## config.mk

```make
export PLATFORM = sky130hd
export DESIGN_NAME = sftd_root_cell
export DESIGN_NICKNAME = d
export VERILOG_FILES = /design/src/hw/rtl/sftd_pkg.sv /design/src/hw/rtl/sftd_root_cell.sv
export SDC_FILE = /design/constraint.sdc
export NUM_CORES = 1
export LEC_CHECK = 0
export ABC_AREA = 1
export BUFFER_PORTS_ARGS = -buffer_cell sky130_fd_sc_hd__buf_2
export CORE_AREA = 4 4 153 155
export CTS_BUF_LIST = sky130_fd_sc_hd__clkbuf_16
export CTS_CLUSTER_DIAMETER = 50
export DETAILED_ROUTE_END_ITERATION = 16
export DIE_AREA = 0 0 157 159
export PLACE_DENSITY = 0.67
export SLEW_MARGIN = 20
export SYNTH_ARGS = -nofsm -noshare
export SYNTH_HDL_FRONTEND = slang
export SYNTH_SLANG_ARGS = --single-unit
```

## constraint.sdc

```tcl
create_clock -name clk -period 0.8 [get_ports clk]
set_input_delay 0.08 -clock clk [delete_from_list [all_inputs] [get_ports clk]]
set_output_delay 0.08 -clock clk [all_outputs]
set_load 0.005 [all_outputs]
```

## src/hw/rtl/sftd_pkg.sv

```systemverilog
// Package: shared types, constants and helpers of the sensor FIFO tag decoder.
package sftd_pkg;

    localparam int TagW      = 5;
    localparam int PayloadW  = 48;
    localparam int KindW     = 3;
    localparam int QW        = 16;
    localparam int WW        = 15;
    localparam int PresW     = 23;
    localparam int MagW      = 20;
    localparam int TempW     = 16;
    localparam int CfgIdxW   = 2;
    localparam int CfgDataW  = 5;
    // Square root: one result bit per cell, 15 result bits.
    localparam int SqrtCells = 15;
    localparam int RemW      = 30;

    localparam logic [KindW-1:0] KIND_NONE = 3'd0;
    localparam logic [KindW-1:0] KIND_ROT  = 3'd1;
    localparam logic [KindW-1:0] KIND_PRES = 3'd2;
    localparam logic [KindW-1:0] KIND_MAG  = 3'd3;
    localparam logic [KindW-1:0] KIND_TEMP = 3'd4;

    localparam logic [CfgIdxW-1:0] REG_ROT  = 2'd0;
    localparam logic [CfgIdxW-1:0] REG_PRES = 2'd1;
    localparam logic [CfgIdxW-1:0] REG_MAG  = 2'd2;
    localparam logic [CfgIdxW-1:0] REG_TEMP = 2'd3;

    // Decoded fields other than w, carried alongside the square root chain.
    typedef struct packed {
        logic [KindW-1:0]        kind;
        logic signed [QW-1:0]    qx;
        logic signed [QW-1:0]    qy;
        logic signed [QW-1:0]    qz;
        logic [PresW-1:0]        pres;
        logic signed [MagW-1:0]  mx;
        logic signed [MagW-1:0]  my;
        logic signed [MagW-1:0]  mz;
        logic signed [TempW-1:0] temp;
    } side_t;

    // State passed from one root cell to the next.
    typedef struct packed {
        logic              valid;
        logic [RemW-1:0]   rem;
        logic [WW-1:0]     root;
        side_t             side;
    } link_t;

    // Half float to signed Q2.14, truncated toward zero, saturated.
    function automatic logic signed [QW-1:0] half_to_q14(input logic [15:0] h);
        logic        neg;
        logic [4:0]  e;
        logic [10:0] sig;
        logic [29:0] mag;
        logic [15:0] res;
        neg = h[15];
        e   = h[14:10];
        sig = {1'b1, h[9:0]};
        mag = '0;
        if (e >= 5'd11)
            mag = {19'd0, sig} << (e - 5'd11);
        else if (e != 5'd0)
            mag = {19'd0, sig >> (5'd11 - e)};
        if (e == 5'h1F)
            res = neg ? 16'h8000 : 16'h7FFF;
        else if (neg)
            res = (mag > 30'd32768) ? 16'h8000 : 16'(-mag[15:0]);
        else
            res = (mag > 30'd32767) ? 16'h7FFF : mag[15:0];
        return res;
    endfunction

endpackage

```

## src/hw/rtl/sftd_root_cell.sv

```systemverilog
// Module: one cell of the square root chain, resolving one result bit.
module sftd_root_cell
(
    input  logic               clk,
    input  logic               rst_n,
    input  logic [3:0]         bit_pos,
    input  sftd_pkg::link_t    link_in,
    output sftd_pkg::link_t    link_out
);
    import sftd_pkg::*;

    logic [RemW-1:0] trial;
    logic [RemW-1:0] cand;
    logic            valid_reg;
    link_t           data_reg;
    link_t           data_next;

    // Trial value (2*root + 2^bit_pos) shifted to the current bit weight.
    always_comb
    begin
        trial = ({{(RemW-WW){1'b0}}, link_in.root} << (bit_pos + 4'd1))
              | ({{(RemW-1){1'b0}}, 1'b1} << {bit_pos, 1'b0});
        cand  = link_in.rem - trial;
        data_next = link_in;
        if (link_in.rem >= trial)
        begin
            data_next.rem  = cand;
            data_next.root = link_in.root | (WW'(1) << bit_pos);
        end
    end

    always_ff @(posedge clk or negedge rst_n)
    begin
        if (!rst_n)
            valid_reg <= 1'b0;
        else
            valid_reg <= link_in.valid;
    end

    always_ff @(posedge clk)
    begin
        data_reg <= data_next;
    end

    always_comb
    begin
        link_out       = data_reg;
        link_out.valid = valid_reg;
    end

endmodule

```

==> Word-level counts from Yosys, hierarchy flattened <==
Cells that the tools add are included.
{ "word_totals": {"elab_cells": 21, "ff_bits": 196, "romBits": 0, "n_memories": 0, "latch_bits": 0, "ramBits": 0} }
{ "classes": {"shift": 3, "multipliers": 0, "bitwise": 2, "magnitude_cmp": 1, "reduce_logical": 0, "n_addsub": 2, "n_div": 0, "eq_ne": 0, "mux": 1} }
{ "op_table": {"columns": ["op", "n"], "rows": [
  ["$mux 45", 1],
  ["$ge 30x30->1", 1],
  ["$or 30x30->30", 1],
  ["$shl 1x5->30 const A", 1],
  ["$shl 15x4->30", 1],
  ["$sub 30x30->30", 1],
  ["$or 15x15->15", 1],
  ["$shl 1x4->15 const A", 1],
  ["$add 4x1->4 const B", 1]
]} }

==> Logic depth before layout (Yosys ltp) <==
Gate-level depths: netlist (run 1).
{ "logic_depth": {"word_depth": 5, "ltp_mapped": 26, "mapped_depth_nobuf": 22} }

==> Worst setup path before layout (run 1) <==
OpenSTA, ideal clock, no wires.
{ "synth_path": {"path_kind": "input -> register", "start": "in bit_pos[0]", "end": "reg data_reg (netlist bit link_out[178])", "t_arrival_ns": 2.927, "setup_time_ns": 0.113, "required_time_ns": 0.687, "stages": 26, "setup_slack_ns": -2.240, "path_buffers": 4, "path_cell_list": "buf_2 inv_1 ha_1 inv_1 buf_1 nand2_1 o21ai_0 nand2_1 o21ai_0 nor2_1 nor3_1 ha_1 nand2_2 inv_1 nand2_1 nand2_1 inv_2 nand2_1 inv_1 nand2_2 nand2_1 nand3_2 buf_6 buf_6 nand2_1 nand2_1"} }
{ "synth_rtl": {"columns": ["item", "line_no", "source"], "rows": [
  ["from (decl)", "sftd_root_cell.sv:6", "input logic [3:0] bit_pos,"],
  ["to (signal assigned)", "sftd_root_cell.sv:42", "data_reg <= data_next;"],
  ["to (decl)", "sftd_root_cell.sv:15", "link_t data_reg;"]
]} }

==> impl_metrics.ini, run 1 <==
[outcome]
status = complete, but fails checks
violations = negative setup slack

[timing]
fin_crit_ns = 2.57
timing.final.ws_setup_ns = -1.77
worstMarginPinSlew_ns = 0.387
rsz0062_at_grt = true
min_period_over_period_pct = 321
holdWs_ns = 0.0156
relSlewSlack_pct = 74.0
setup_viol = 241
max_freq_ghz = 0.390
hold_viol = 0
slew_viol_final = 0

[setup_path]
arrival_ns = 2.89
end_kind = flip-flop
required_ns = 1.12
cp-start-kind = primary input
worst-path-max-fanout = 7
path_class = primary input to flip-flop

[placement]
port_buffers = 397
hpwl_um = 29000
dp_slack_ns = -2.41
gp_congestion = 0.931

[clocking]
clk_pin_slew_worst_paths_ns = 0.08
root_buffer = clkbuf_16
cts_buffers = 17
cts_tree = yes
h-tree-depth = 4
clock_sinks = 196
ctsLongestPathBuffers = 2

[min_path]
hp-class = primary input to flip-flop

[power]
p_leak_nw = 8.16
power_frac_clock_pct = 28.2
p_int_mw = 21.0
ir_drop_mv = 1.18
power_frac_comb_pct = 36.7
seq_power_share_pct = 35.1
p_switching_mw = 10.7
p_per_area_nw_per_um2 = 1990
swShare_pct = 33.7

[finish]
nNetsFinal = 2047
drive_above_1_share_pct = 50.5
largest_reg_flops = 195
fin_util_pct = 73.0
area_delta_synth_final_pct = 103

[route]
drcViolationCount = 0
vias_per_cell = 4.75
avgRoutedWirePerCell_um = 20.2
drtPass1Iterations = 6
wl_um = 42500
via_count = 9996
ant_nets = 0
drt_iter0_drc = 690

[synth]
yosysWarnings = 0
synth_area_per_cell_um2 = 7.70
netlist_area_um2 = 7850
synth.distinct_cells = 37
ys_seq_area_share_pct = 50.0
synthCells = 1020
synth_seq_cells = 196
synth_nets = 1258

[floorplan]
ios = 398
die-area_um2 = 25000
die_w_um = 157
row_count = 54
start_util_pct = 36.0
die_y_um = 159
core_um2 = 21800

[global_routing]
antenna_found_initial = 4
grt_pass1_wl_um = 60100
global_route.overflow_total = 0
grt_usage_pct = 31.7
grt_start_max_net_pins = 24
first_global_vias = 10100

[run]
cap_viol_max_count = 0
-- timing repair --
action	CTS	global route
gates resized for setup	302	142
pin swaps	51	25
gates cloned	7	0
buffers inserted	11	4
hold buffers	188	0
setup endpoints to repair	241	241
endpoints found under the hold margin	188	0
-- worst max-delay path, cell delays in order --
cell     delay [ns]
buf_8          0.08
buf_12         0.11
inv_8          0.03
ha_4           0.37
buf_6          0.13
mux2i_2        0.23
nand2_1        0.09
nand2_2        0.09
o22ai_2        0.07
a21oi_2        0.21
ha_1           0.30
nand2_2        0.13
nor2_2         0.06
nand2_1        0.08
nand2_2        0.08
a21oi_4        0.17
nand3_4        0.11
buf_8          0.17
buf_16         0.13
a21o_1         0.15
-- placed cells by master (no fill, tap or decap), types with 6 or more instances in the layout --
cell / instances
ha_4: 17
buf_6: 96
a21o_1: 6
nor2_1: 44
dfxtp_4: 20
nand3_1: 63
dfxtp_2: 67
buf_4: 184
nor2_2: 15
xor2_1: 12
a21oi_1: 11
nor2_4: 9
dfxtp_1: 108
inv_1: 129
o21ai_1: 13
o21ai_0: 8
dlygate4sd3_1: 188
a21oi_2: 8
o21ai_2: 21
inv_2: 11
nand2_2: 68
inv_8: 6
nand2_1: 264
ha_1: 18
clkbuf_16: 17
nor3_1: 18
buf_16: 6
buf_12: 8
buf_2: 309
nand2_4: 7
nand3_2: 18
nand4_1: 7
-- per-stage QoR --
| step | TNS, ns | cells | area (um^2) | power, mW |
|---|---|---|---|---|
| after global placement | -105.38 | 1862 | 11700 | 19.6 |
| final | -107.02 | 2104 | 15900 | 31.6 |
| after global routing | -116.52 | 2104 | 15900 | 33.1 |
| after floorplan | -76.29 | 1020 | 7990 | 15.2 |
| after detailed placement | -106.05 | 1862 | 11700 | 19.7 |
| after CTS | -104.37 | 2097 | 15400 | 30.8 |
-- layout make-up --
| type | count | area, um^2 |
|---|---|---|
| repair buffers | 794 | 6260 |
| fillers | 1580 | 5880 |
| flip-flops and latches | 196 | 4090 |
| multi-input cells | 658 | 4090 |
| inverters | 141 | 544 |
| clock buffers | 17 | 425 |
| well taps | 280 | 350 |
| clock inverters | 14 | 170 |
| repair inverters | 1 | 8.76 |
| diodes | 3 | 7.51 |
-- path summary, 6_finish.rpt --
| check | cells after the start | slack (ns) | from | end |
|---|---|---|---|---|
| min | 4 | 0.02 | link_in[192] | link_out[192]$_DFF_P_ |
| max in group asynchronous | 2 | 0.61 | rst_n | valid_reg$_DFF_PN0_ |
| max | 20 | -1.77 | bit_pos[0] | link_out[153]$_DFF_P_ |
| min in group asynchronous | 2 | 0.10 | rst_n | valid_reg$_DFF_PN0_ |
-- synth_stat cells (all sizes together) --
| cell | number | share of area, % |
|---|---|---|
| clkinv | 1 | 0.048 |
| a21o | 6 | 0.57 |
| o21bai | 2 | 0.19 |
| ha | 35 | 5.6 |
| nand4 | 7 | 0.56 |
| inv | 140 | 6.7 |
| xor2 | 14 | 1.6 |
| buf | 15 | 1.3 |
| a21oi | 21 | 1.5 |
| and2 | 1 | 0.080 |
| nand3b | 3 | 0.29 |
| nand2 | 339 | 16 |
| xnor2 | 2 | 0.22 |
| dfrtp | 1 | 0.32 |
| nor3 | 20 | 1.3 |
| o22ai | 1 | 0.080 |
| o21ai | 45 | 2.9 |
| nor2 | 68 | 3.4 |
| fa | 1 | 0.25 |
| dfxtp | 195 | 50 |
| or2 | 3 | 0.24 |
| a31oi | 3 | 0.24 |
| nand3 | 83 | 5.8 |
| clkbuf | 10 | 0.48 |
| mux2i | 3 | 0.38 |
| and3 | 1 | 0.080 |
-- routing by layer --
metal  GRT usage [%]  up-vias  routed length, um
li1                -     4777                  -
met4            14.0        2               2180
met3            6.31      123               3230
met1            38.2     4623              16600
met2            54.4      471              20500
met5               0        -                 13
-- power groups by stage --
stage	Clock, mW	Combinational [mW]	Sequential (mW)
5_1_grt	9.45	12.5	11.2
3_3_place_gp	0	8.40	11.2
3_5_place_dp	0	8.47	11.2
2_1_floorplan	0	3.93	11.3
4_1_cts	9.02	10.8	11.0
6_report	8.92	11.6	11.1
-- logic make-up after synthesis --
logic type      synth area share [%]
simple gates                    28.0
flops                           50.0
buf+inv                         8.51
compound gates                  5.43
fa+ha+maj                       5.83
xor+xnor                        1.78
mux                            0.382
(Power assumes the default switching activity.)
==> inputs of run 2 (changes only) <==
--- a/config.mk
+++ b/config.mk
@@ -13,6 +13,7 @@
 export DETAILED_ROUTE_END_ITERATION = 16
 export DIE_AREA = 0 0 157 159
 export PLACE_DENSITY = 0.67
+export SKIP_LAST_GASP = 1
 export SLEW_MARGIN = 20
 export SYNTH_ARGS = -nofsm -noshare
 export SYNTH_HDL_FRONTEND = slang
==> run 2 against run 1 <==
Effect of this change: the run still ends with negative setup slack left; first-iteration DRC count down 3.0%; sequential share of layout area up 0.15 points; sequential cell count unchanged; via count is 0.58% lower; largest power group unchanged; highest routed layer unchanged.
==> impl_metrics.ini, run 2 (synthesized netlist as in run 1, its figures left out) <==
[clocking]
h-tree-depth = 4
root_buffer = clkbuf_16
clock_sinks = 196
cts_buffers = 17
cts_tree = yes
ctsLongestPathBuffers = 2
clk_pin_slew_worst_paths_ns = 0.08

[floorplan]
ios = 398
die_w_um = 157
row_count = 54
die_y_um = 159
start_util_pct = 36.0
core_um2 = 21800
die-area_um2 = 25000

[min_path]
hp-class = primary input to flip-flop

[power]
p_per_area_nw_per_um2 = 2010
finalPower_mw = 31.4
ir_drop_mv = 1.13
p_leak_nw = 8.08

[setup_path]
required_ns = 1.12
path_cells = buf_8 > buf_12 > inv_8 > ha_4 > buf_6 > mux2i_2 > nand2_1 > nand2_2 > o22ai_2 > a21oi_2 > ha_1 > nand2_2 > nor2_2 > nand2_1 > nand2_2 > a21oi_4 > nand3_4 > buf_8 > buf_16 > a21o_1
critPathTopFamily = adder cells
arrival_ns = 2.89
worst_path_max_delay_cell = ha_4
cp-start-kind = primary input
cpMostUsedCell = nand2_2
worst-path-buf-inv = 6
end_kind = flip-flop
crit_path_max_incr_delay_ns = 0.37
worst-path-max-fanout = 7
path_class = primary input to flip-flop

[finish]
fin_util_pct = 71.7
multiInputGateArea_um2 = 4090
n_fill_cell = 1630
fin_cells = 2105
nNetsFinal = 2047
final_cell_mix = buf_2, nand2_1, dlygate4sd3_1
area_delta_synth_final_pct = 99.4
final_common_cell = buf_2
largest_reg_flops = 195
regArea_um2 = 4040
drive_above_1_share_pct = 48.5

[timing]
rsz0062_at_grt = true
max_freq_ghz = 0.389
slew_viol_final = 0
worstMarginPinSlew_ns = 0.397
hold_viol = 0
fin_crit_ns = 2.57
setup_viol = 241
holdWs_ns = 0.0160
timing.final.ws_setup_ns = -1.77
min_period_over_period_pct = 322
relSlewSlack_pct = 73.3

[global_routing]
grt_pass1_wl_um = 60100
antenna_found_initial = 5
first_global_vias = 10100
grt_start_max_net_pins = 24
global_route.overflow_total = 0
grt_usage_pct = 31.7

[route]
avgRoutedWirePerCell_um = 19.6
vias_per_cell = 4.72
ant_nets = 0
drtPass1Iterations = 5
drcViolationCount = 0
drt_iter0_drc = 669
wl_um = 41200
via_count = 9938

[outcome]
status = complete, but fails checks
violations = negative setup slack

[placement]
hpwl_um = 29000
dp_slack_ns = -2.41
placedCellCount = 1862
port_buffers = 397
gp_congestion = 0.931

[run]
cap_viol_max_count = 0
run 2: cell types whose count changed in the layout (fill, tap and decap cells not counted):
cell,delta
buf_2,+38
buf_6,-38
dfxtp_1,+35
dfxtp_2,-33
dfxtp_4,-2
diode_2,+1
nand2_2,-1
nand2_4,+1
nand3_1,+1
nand3_2,-1
run 2: metrics by stage:
| step | instance area [um^2] | TNS, ns |
|---|---|---|
| finish | 15700 | -107.35 |
| global route | 15700 | -116.50 |
| CTS | 15300 | -104.38 |
| detailed placement | 11700 | -106.05 |
| global placement | 11700 | -105.38 |
| floorplan | 7990 | -76.29 |
run 2: cell type report:
cell class | count | area share (%)
antenna | 4 | 0.0639
clock buffer | 17 | 2.72
clock inverter | 14 | 1.09
inverter | 141 | 3.48
multi-input combinational | 658 | 26.1
sequential | 196 | 25.8
tap | 280 | 2.24
timing repair buffer | 794 | 38.5
timing repair inverter | 1 | 0.0559
run 2: path summary, 6_finish.rpt:
kind | cells after the start | slack (ns) | start | endpoint
max in group asynchronous | 2 | 0.65 | rst_n | valid_reg$_DFF_PN0_
max | 20 | -1.77 | bit_pos[0] | link_out[153]$_DFF_P_
min in group asynchronous | 2 | 0.07 | rst_n | valid_reg$_DFF_PN0_
min | 4 | 0.02 | link_in[192] | link_out[192]$_DFF_P_
run 2: per-layer routing:
metal | GRT usage [%] | part of all wire, % | wire [um]
met1 | 38.2 | 40 | 16500
met2 | 54.4 | 48 | 19700
met3 | 6.31 | 7.1 | 2940
met4 | 14.0 | 4.9 | 2020
met5 | 0 | 0.049 | 20
run 2: where the power goes:
group,switching (mW),internal (mW)
registers,0.360,10.7
clock network,4.44,4.47
logic,5.81,5.66
total,10.6,20.8
run 2: tightest hold or removal path, delay by kind of cell:
| kind | cells | cell delay (ns) |
|---|---|---|
| and+or+nand+nor | 2 | 0.14 |
| buffers and inverters | 2 | 0.20 |
run 2: what timing repair did:
action | CTS | global route
buffers inserted | 11 | 4
cloned | 7 | 0
endpoints found under the hold margin | 188 | 0
resized for setup | 301 | 68
hold buffers | 188 | 0
setup endpoints to repair | 241 | 241
pin swaps | 51 | 26
